File: src/rtl/core/assert_macros.svh
// Shared assertion macros. Each expects signals named clk and arst_n in scope.
`ifndef ASSERT_MACROS_SVH
`define ASSERT_MACROS_SVH

// Consequent must hold in the same cycle as the antecedent.
`define ASSERT_NOW(lbl, ante, cons, msg) \
	lbl: assert property (@(posedge clk) disable iff (!arst_n) (ante) |-> (cons)) \
		else $error(msg);

// Consequent must hold in the cycle after the antecedent.
`define ASSERT_NEXT(lbl, ante, cons, msg) \
	lbl: assert property (@(posedge clk) disable iff (!arst_n) (ante) |=> (cons)) \
		else $error(msg);

`endif

File: src/rtl/core/dbpm_pkg.sv
package dbpm_pkg;

	localparam int SYM_W     = 8;
	localparam int POS_OUT_W = 10;
	localparam int KIND_W    = 3;
	localparam int CFG_W     = 32;
	localparam int CFG_IDX_W = 3;
	localparam int TYPES_W   = 3;
	localparam int CHAR_SLOTS = 4;
	localparam int QDEPTH    = 4;

	typedef enum logic [KIND_W-1:0] {
		KIND_PAIR      = 3'd0,
		KIND_VALID     = 3'd1,
		KIND_ILLEGAL   = 3'd2,
		KIND_UNMATCHED = 3'd3,
		KIND_UNCLOSED  = 3'd4,
		KIND_OVERFLOW  = 3'd5
	} kind_t;

	typedef enum logic [CFG_IDX_W-1:0] {
		CFG_OPEN     = 3'd0,
		CFG_CLOSE    = 3'd1,
		CFG_TYPES    = 3'd2,
		CFG_UNPAIRED = 3'd3,
		CFG_BREAK    = 3'd4
	} cfg_idx_t;

	typedef struct packed {
		logic [CFG_W-1:0]   open_chars;
		logic [CFG_W-1:0]   close_chars;
		logic [TYPES_W-1:0] types_used;
		logic [CFG_W-1:0]   unpaired_chars;
		logic [CFG_W-1:0]   break_chars;
	} cfg_t;

	typedef struct packed {
		logic                 has_pair;
		logic [POS_OUT_W-1:0] close_pos;
		logic                 has_status;
		kind_t                status;
	} cmd_t;

	typedef struct packed {
		cmd_t                 cmd;
		logic [POS_OUT_W-1:0] open_pos;
	} entry_t;

endpackage

File: src/rtl/core/dbpm_if.sv


interface dbpm_res_if;
	logic                           valid;
	logic                           ready;
	logic [dbpm_pkg::KIND_W-1:0]    kind;
	logic [dbpm_pkg::POS_OUT_W-1:0] open_pos;
	logic [dbpm_pkg::POS_OUT_W-1:0] close_pos;
	logic                           end_mark;

	modport source (output valid, output kind, output open_pos, output close_pos,
		output end_mark, input ready);
	modport sink (input valid, input kind, input open_pos, input close_pos,
		input end_mark, output ready);
endinterface

File: src/rtl/core/dbpm_queue.sv
`include "assert_macros.svh"

module dbpm_queue (
	input  logic             clk,
	input  logic             arst_n,
	input  logic             push,
	input  dbpm_pkg::entry_t push_entry,
	output logic             slot_ok,
	dbpm_res_if.source       results
);
	import dbpm_pkg::*;

	localparam int PTR_W = $clog2(QDEPTH);
	localparam int CNT_W = $clog2(QDEPTH + 1);

	entry_t           q_q [QDEPTH];
	logic [PTR_W-1:0] wr_ptr_q, rd_ptr_q;
	logic [CNT_W-1:0] count_q;
	logic             pair_sent_q;

	entry_t       head;
	logic [CNT_W:0] occ;
	logic         pair_pending, take, pop;

	// One slot is held back for the command already in flight from the front.
	assign occ     = (CNT_W + 1)'(count_q) + (CNT_W + 1)'(push);
	assign slot_ok = occ < (CNT_W + 1)'(QDEPTH);

	assign head         = q_q[rd_ptr_q];
	assign pair_pending = head.cmd.has_pair && !pair_sent_q;

	assign results.valid     = count_q != '0;
	assign results.kind      = pair_pending ? KIND_PAIR : head.cmd.status;
	assign results.open_pos  = pair_pending ? head.open_pos : '0;
	assign results.close_pos = pair_pending ? head.cmd.close_pos : '0;
	assign results.end_mark  = !pair_pending;

	assign take = results.valid && results.ready;
	assign pop  = take && !(pair_pending && head.cmd.has_status);

	always_ff @(posedge clk) begin
		if (push) q_q[wr_ptr_q] <= push_entry;
	end

	always_ff @(posedge clk or negedge arst_n) begin
		if (!arst_n) begin
			wr_ptr_q    <= '0;
			rd_ptr_q    <= '0;
			count_q     <= '0;
			pair_sent_q <= 1'b0;
		end else begin
			if (push) wr_ptr_q <= wr_ptr_q + PTR_W'(1);
			if (pop) rd_ptr_q <= rd_ptr_q + PTR_W'(1);
			if (push && !pop) count_q <= count_q + CNT_W'(1);
			else if (pop && !push) count_q <= count_q - CNT_W'(1);
			if (pop) pair_sent_q <= 1'b0;
			else if (take) pair_sent_q <= 1'b1;
		end
	end

	`ASSERT_NOW(a_no_overrun, push, (count_q != CNT_W'(QDEPTH)) || pop,
		"command pushed into a full queue")
	`ASSERT_NEXT(a_stall_holds, results.valid && !results.ready,
		$stable(rd_ptr_q) && $stable(pair_sent_q), "stalled result moved on")

endmodule

File: src/flat_wrapper.sv
// flat-port wrapper written by rule: the top's interface ports become plain ports
module dbpm_queue_flat import dbpm_pkg::*;
  (clk, arst_n, push, push_entry, slot_ok, results_valid, results_kind, results_open_pos, results_close_pos, results_end_mark, results_ready);
  dbpm_res_if results_i ();
  input  logic clk;
  input  logic arst_n;
  input  logic push;
  input  dbpm_pkg::entry_t push_entry;
  output logic slot_ok;
  output wire logic [$bits(results_i.valid)-1:0] results_valid;
  output wire logic [$bits(results_i.kind)-1:0] results_kind;
  output wire logic [$bits(results_i.open_pos)-1:0] results_open_pos;
  output wire logic [$bits(results_i.close_pos)-1:0] results_close_pos;
  output wire logic [$bits(results_i.end_mark)-1:0] results_end_mark;
  input wire logic [$bits(results_i.ready)-1:0] results_ready;
  assign results_valid = results_i.valid;
  assign results_kind = results_i.kind;
  assign results_open_pos = results_i.open_pos;
  assign results_close_pos = results_i.close_pos;
  assign results_end_mark = results_i.end_mark;
  assign results_i.ready = results_ready;
  dbpm_queue u_core (.clk(clk), .arst_n(arst_n), .push(push), .push_entry(push_entry), .slot_ok(slot_ok), .results(results_i));
endmodule
File: config.mk
export PLATFORM = sky130hd
export DESIGN_NAME = dbpm_queue_flat
export DESIGN_NICKNAME = d
export VERILOG_FILES = /design/src/rtl/core/dbpm_pkg.sv /design/src/rtl/core/dbpm_if.sv /design/src/rtl/core/dbpm_queue.sv /design/src/flat_wrapper.sv
export VERILOG_INCLUDE_DIRS = /design/src /design/src/rtl/core
export SDC_FILE = /design/constraint.sdc
export NUM_CORES = 1
export LEC_CHECK = 0
export BUFFER_PORTS_ARGS = -buffer_cell sky130_fd_sc_hd__buf_2
export CORE_MARGIN = 4
export CORE_UTILIZATION = 30
export DETAILED_ROUTE_END_ITERATION = 10
export GPL_TIMING_DRIVEN = 0
export SYNTH_ARGS = -nofsm -noshare
export SYNTH_HDL_FRONTEND = slang
export SYNTH_SLANG_ARGS = --single-unit
File: constraint.sdc
create_clock -name clk -period 5.4 [get_ports clk]
set_input_delay 1.08 -clock clk [delete_from_list [all_inputs] [get_ports clk]]
set_output_delay 1.08 -clock clk [all_outputs]
set_load 0.05 [all_outputs]
==> flow_metrics.py, run 1 <==
metrics = {
    "synth": {
        "synthCells": 206,
        "synth_cell_types": 28,
        "synthesis.nets": 241,
        "synthXorXnorAreaFrac_pct": 1.02,
        "synth_top_family_by_area": "multiplexers",
        "synth_top_area_share_pct": 69.9,
        "yosysTopAreaCell": "edfxtp_1",
        "netlist_top_cells_area": "edfxtp_1 (70%), mux4_2 (13%), dfrtp_1 (4.7%)",
        "syn_avg_cell_area_um2": 20.9,
        "syn_area_um2": 4300,
        "synth_compound_area_share_pct": 1.69,
        "ys_warn_count": 0,
        "ys_seq_area_share_pct": 74.6,
        "synth.area.mux_share_pct": 13.5,
        "ys_ff_latch": 108,
        "synthAdderAreaFrac_pct": 1.92,
        "post_synth_and_or_nand_nor_area_fraction_pct": 5.13,
    },
    "layout": {
        "drive_gt1_share_pct": 39.4,
        "layout_commonest_cell": "edfxtp_1",
        "area_growth_pct": 18.9,
        "post-route-util_pct": 36.6,
        "diodes": 0,
        "final_nets": 307,
        "layout_common_cells": "edfxtp_1 (100), buf_2 (55), mux4_2 (24)",
    },
    "setup_path": {
        "arrival_ps": 2130,
        "critPathSlowestCell": "clkbuf_1",
        "crit_buf_inv": 3,
        "crit_path_cell_trace": "buf_6, clkbuf_1, mux4_2, nor2b_1, buf_2",
        "required_ps": 4320,
        "worstSetupEndpointType": "primary output",
        "cp_max_fo": 10,
        "path_class": "reg -> out",
        "worst_path_largest_cell_delay_ps": 500,
        "timing.critical_path.from_type": "flop",
        "crit_family": "buffers and inverters",
    },
    "cts": {
        "clock_latency_ps": 340,
        "cts_hold_buf": 0,
        "clk_path_buf_depth": 2,
        "cts_resized": 0,
        "postCtsSetupBuffers": 0,
        "cts_buffers": 9,
        "htreeDepth": 3,
        "clk_transition_reported_paths_ps": 70,
        "cts-root-buf": "clkbuf_16",
        "cts_sinks": 108,
        "cts_tree": "done",
    },
    "global_route": {
        "antenna_found_initial": 1,
        "grt_start_max_net_pins": 26,
        "grt_pass1_vias": 2169,
        "grt_pass1_wl_um": 11800,
        "grt-ovfl-total": 0,
        "track_usage_pct": 9.78,
    },
    "timing": {
        "relSlewSlack_pct": 52.6,
        "hold_viol_final": 0,
        "tightestPinTransition_ps": 712,
        "max_clock_freq_ghz": 0.311,
        "finClkSkew_ps": 7.85,
        "period_needed_ps": 3210,
        "min_period_over_period_pct": 59.5,
        "report.final.slew_viol_count": 0,
        "setup_violations": 0,
        "tns_ps": 0,
        "rsz0062_at_grt": "false",
    },
    "drt": {
        "vias": 2037,
        "via_per_inst": 4.46,
        "dr.first_iter.drc_count": 110,
        "wl_um": 7610,
        "drc_errors": 0,
        "firstDrtPassIters": 4,
        "ant_nets": 0,
        "post_drt_wl_per_cell_um": 16.7,
    },
    "run_status": {
        "status": "finished, final reports clean",
    },
    "job": {
        "maxCapViolCount": 0,
    },
    "placement": {
        "dp_hpwl_um": 4970,
        "gp_congestion": 0.660,
        "port_buffers": 54,
    },
    "power": {
        "vdd_ir_drop_max_v": 0.000204,
        "switching_power_mw": 1.25,
        "p_leak_nw": 1.81,
        "seq_power_share_pct": 36.9,
        "p_int_mw": 1.90,
        "p_per_area_nw_per_um2": 616,
        "p_clk_share_pct": 19.6,
        "swShare_pct": 39.6,
        "comb_power_share_pct": 43.5,
    },
    "die": {
        "die_area_um2": 16300,
        "rows": 43,
        "die_w_um": 128,
        "io_pins": 55,
        "initial_core_util_pct": 30.8,
        "core_area_um2": 13900,
        "die_h_um": 128,
    },
    "hold_path": {
        "hold_class": "reg -> reg",
    },
}
[registers in the layout, summed over array words and instances, names as in the netlist]
name and cells:
u_core.pair_sent_q 1, u_core.wr_ptr_q 2, u_core.count_q 3, u_core.rd_ptr_q 2, u_core.q_q 100
[cells by family (layout without fill, tap and decap cells)]
logic type / count (synthesis) / count (layout)
xor+xnor: 5 / 5
fa+ha+maj: 6 / 6
simple gates: 38 / 38
flops: 108 / 108
mux: 27 / 27
buf+inv: 14 / 85
compound gates: 8 / 8
[power groups by stage]
| stage | Combinational, mW | Sequential [mW] | Clock [mW] |
|---|---|---|---|
| after floorplan | 1.08 | 1.17 | 0 |
| after global placement | 1.38 | 1.18 | 0 |
| after detailed placement | 1.41 | 1.19 | 0 |
| after CTS | 1.41 | 1.17 | 0.637 |
| after global routing | 1.48 | 1.18 | 0.667 |
| final | 1.37 | 1.16 | 0.617 |
[synth_stat cells]
master	number
nand2_1	2
inv_1	6
or3_1	1
mux4_2	24
nor2_1	4
buf_4	1
dfrtp_1	8
xor2_1	3
buf_6	5
nor4_1	1
o21ai_2	1
and2_1	7
o31a_1	1
a31oi_1	2
edfxtp_1	100
nor2b_1	21
fa_1	1
o21ai_0	1
a41oi_1	1
xnor2_1	2
o21bai_1	1
a22oi_4	1
mux2_2	2
clkbuf_1	1
ha_1	5
nand3_1	2
buf_2	1
mux2_4	1
[through the flow]
| stage | area, um2 | instances | total power, mW | hold WS, ps | setup WS, ps |
|---|---|---|---|---|---|
| detailed placement | 4820 | 441 | 2.60 | 515 | 2510 |
| global route | 5110 | 457 | 3.32 | 547 | 2060 |
| finish | 5110 | 457 | 3.15 | 523 | 2190 |
| global placement | 4790 | 440 | 2.56 | 508 | 2530 |
| floorplan | 4300 | 206 | 2.24 | 477 | 2420 |
| CTS | 5100 | 457 | 3.22 | 529 | 2130 |
[area by class of cell]
type                            instances  area [um2]
Buffer                                  8        72.6
Clock buffer                           10         229
Clock inverter                          6        55.1
Fill cell                            1283        8830
Inverter                                6        22.5
Multi-Input combinational cell         84        1000
Sequential cell                       108        3200
Tap cell                              180         225
Timing Repair Buffer                   55         298
[worst paths after layout]
| kind | cells after the start | end | slack (ps) | from |
|---|---|---|---|---|
| max reg2reg | 8 | u_core.count_q[1] | 3030 | u_core.rd_ptr_q[1] |
| min | 1 | u_core.count_q[2] | 520 | u_core.count_q[2] |
| min in group asynchronous | 1 | u_core.count_q[1] | 580 | arst_n |
| max in group asynchronous | 1 | u_core.rd_ptr_q[1] | 4650 | arst_n |
| max | 5 | results_close_pos[0] | 2190 | u_core.rd_ptr_q[1] |
| min reg2reg | 1 | u_core.count_q[2] | 520 | u_core.count_q[2] |
[worst reg2reg max path, stage by stage, from the launching register on]
cell and delay, ps:
dfrtp_1 370, buf_6 150, mux2_4 340, a22oi_4 310, o21ai_2 130, ha_1 220
inv_1 70, fa_1 400, mux2_2 270
[layer usage]
metal	share of wire (%)	GRT usage, %	up-vias
met4	0.88	3.00	2
met1	42	11.9	1027
met2	51	16.3	49
li1	-	-	950
met3	6.1	3.62	9
met5	0.16	0	-
Note: power is estimated with default switching activity, not from simulation.
==> run 2: changes to the inputs <==
==> constraint.sdc (replaced) <==
create_clock -name clk -period 2.75 [get_ports clk]
set_input_delay 0.55 -clock clk [delete_from_list [all_inputs] [get_ports clk]]
set_output_delay 0.55 -clock clk [all_outputs]
set_load 0.05 [all_outputs]
==> run 2 against run 1 <==
Sequential power up 97%. Highest routed layer unchanged. Sequential share of layout area fell by 0.23 points. Global-route usage is the same. Non-clock buffer count grew 2. Routed wire length grew 0.24%. Power grew 98%. Clock power up 96%. Critical path depth increased by 1. First-iteration DRC count rose by 18%. Combinational power rose by 99%. Count of clock-buffer cells in the layout unchanged. Die area unchanged.
==> flow_metrics.py, run 2 (synthesized netlist as in run 1, its figures left out) <==
metrics = {
    "die": {
        "core_area_um2": 13900,
        "die_w_um": 128,
        "rows": 43,
        "io_pins": 55,
        "die_h_um": 128,
        "initial_core_util_pct": 30.8,
        "die_area_um2": 16300,
    },
    "setup_path": {
        "cp_max_fo": 10,
        "path_class": "reg -> out",
        "crit_buf_inv": 3,
        "required_ps": 2200,
        "worstSetupEndpointType": "primary output",
        "crit_path_cell_trace": "buf_6, mux2_4, a22oi_4, buf_6, and2_1, buf_2",
        "critPathMostFrequentCell": "buf_6",
        "crit_family": "buffers and inverters",
        "critPathSlowestCell": "dfrtp_1",
        "arrival_ps": 2080,
        "worst_path_largest_cell_delay_ps": 370,
        "worstRegToRegCells": 9,
        "timing.critical_path.from_type": "flop",
        "cp.depth": 6,
    },
    "drt": {
        "ant_nets": 0,
        "vias": 2049,
        "wl_um": 7630,
        "post_drt_wl_per_cell_um": 16.6,
        "dr.first_iter.drc_count": 130,
        "firstDrtPassIters": 4,
        "via_per_inst": 4.46,
        "drc_errors": 0,
    },
    "timing": {
        "period_needed_ps": 2630,
        "tns_ps": 0,
        "hold_viol_final": 0,
        "report.final.slew_viol_count": 0,
        "finClkSkew_ps": 6.54,
        "max_clock_freq_ghz": 0.381,
        "min_period_over_period_pct": 95.5,
        "tightestPinTransition_ps": 712,
        "relSlewSlack_pct": 52.5,
        "setup_violations": 0,
    },
    "global_route": {
        "grt_pass1_wl_um": 11800,
        "track_usage_pct": 9.78,
        "antenna_found_initial": 1,
        "grt_pass1_vias": 2169,
        "grt_start_max_net_pins": 26,
        "grt-ovfl-total": 0,
    },
    "layout": {
        "area_growth_pct": 19.3,
        "layout_commonest_cell": "edfxtp_1",
        "diodes": 0,
        "drive_gt1_share_pct": 40.1,
        "largest_register": "u_core.q_q",
        "top_regs": "u_core.q_q x100, u_core.count_q x3",
        "final_nets": 309,
        "largest_reg_flops": 100,
        "final_area_um2": 5120,
        "layout_common_cells": "edfxtp_1 (100), buf_2 (54), mux4_2 (24)",
    },
    "cts": {
        "cts-root-buf": "clkbuf_16",
        "cts_sinks": 108,
        "cts_hold_buf": 0,
        "htreeDepth": 3,
        "clk_transition_reported_paths_ps": 70,
        "cts_buffers": 9,
        "clk_path_buf_depth": 2,
        "cts_tree": "done",
        "clock_latency_ps": 340,
    },
    "power": {
        "p_leak_nw": 1.82,
        "vdd_ir_drop_max_v": 0.000407,
        "p_per_area_nw_per_um2": 1210,
    },
    "placement": {
        "port_buffers": 54,
        "placed_cell_area_um2": 4820,
        "dp_hpwl_um": 4970,
        "gp_congestion": 0.660,
    },
    "job": {
        "maxCapViolCount": 0,
    },
    "hold_path": {
        "hold_class": "in -> async",
    },
    "run_status": {
        "status": "finished, final reports clean",
    },
}
==> run 2: changes by cell type in the layout (fill, tap and decap cells not counted), sizes merged <==
cell / previous run / this run
buf: 62 / 63
clkbuf: 11 / 12
==> run 2: layout make-up <==
| class | instances | area (um2) |
|---|---|---|
| fill | 1279 | 8810 |
| sequential | 108 | 3200 |
| multi-input combinational | 84 | 1000 |
| timing repair buffer | 57 | 315 |
| clock buffer | 10 | 229 |
| tap | 180 | 225 |
| buffer | 8 | 73.8 |
| clock inverter | 6 | 55.1 |
| inverter | 6 | 22.5 |
==> run 2: final timing paths <==
kind / from / to / slack, ps
min in group clk: push_entry[20] / u_core.q_q[1][20] / 420
setup reg to reg: u_core.rd_ptr_q[1] / u_core.count_q[1] / 270
max in group asynchronous: arst_n / u_core.rd_ptr_q[1] / 2530
hold reg to reg: u_core.count_q[2] / u_core.count_q[2] / 520
setup / recovery: u_core.rd_ptr_q[1] / results_kind[0] / 120
hold / removal: arst_n / u_core.count_q[1] / 50
==> run 2: where the power goes <==
part / total (mW) / switching (mW) / internal, mW
clock network: 1.21 / 0.578 / 0.632
registers: 2.28 / 0.114 / 2.17
logic: 2.72 / 1.76 / 0.963
total: 6.22 / 2.45 / 3.76
==> run 2: timing repair <==
action | in CTS | in global routing
endpoints found under the setup margin | 0 | 6
buffers inserted | 0 | 2
resized for setup | 0 | 3
endpoints found under the hold margin | 0 | 0
==> run 2: metal layers <==
metal	GRT usage (%)	wire [um]
met1	11.9	3190
met2	16.3	3890
met3	3.62	480
met4	3.00	57
met5	0	12
==> run 2: per-stage QoR <==
| stage | setup WS, ps | util (%) | hold WS [ps] | power (mW) | std cells |
|---|---|---|---|---|---|
| floorplan | 450 | - | 254 | 4.40 | 206 |
| global placement | 375 | 34.4 | 409 | 5.02 | 440 |
| detailed placement | 374 | 34.6 | 409 | 5.10 | 441 |
| CTS | 11.5 | 36.6 | 38.5 | 6.32 | 457 |
| global route | -6.37 | 36.8 | 50.0 | 6.57 | 459 |
| finish | 125 | 36.8 | 47.6 | 6.22 | 459 |
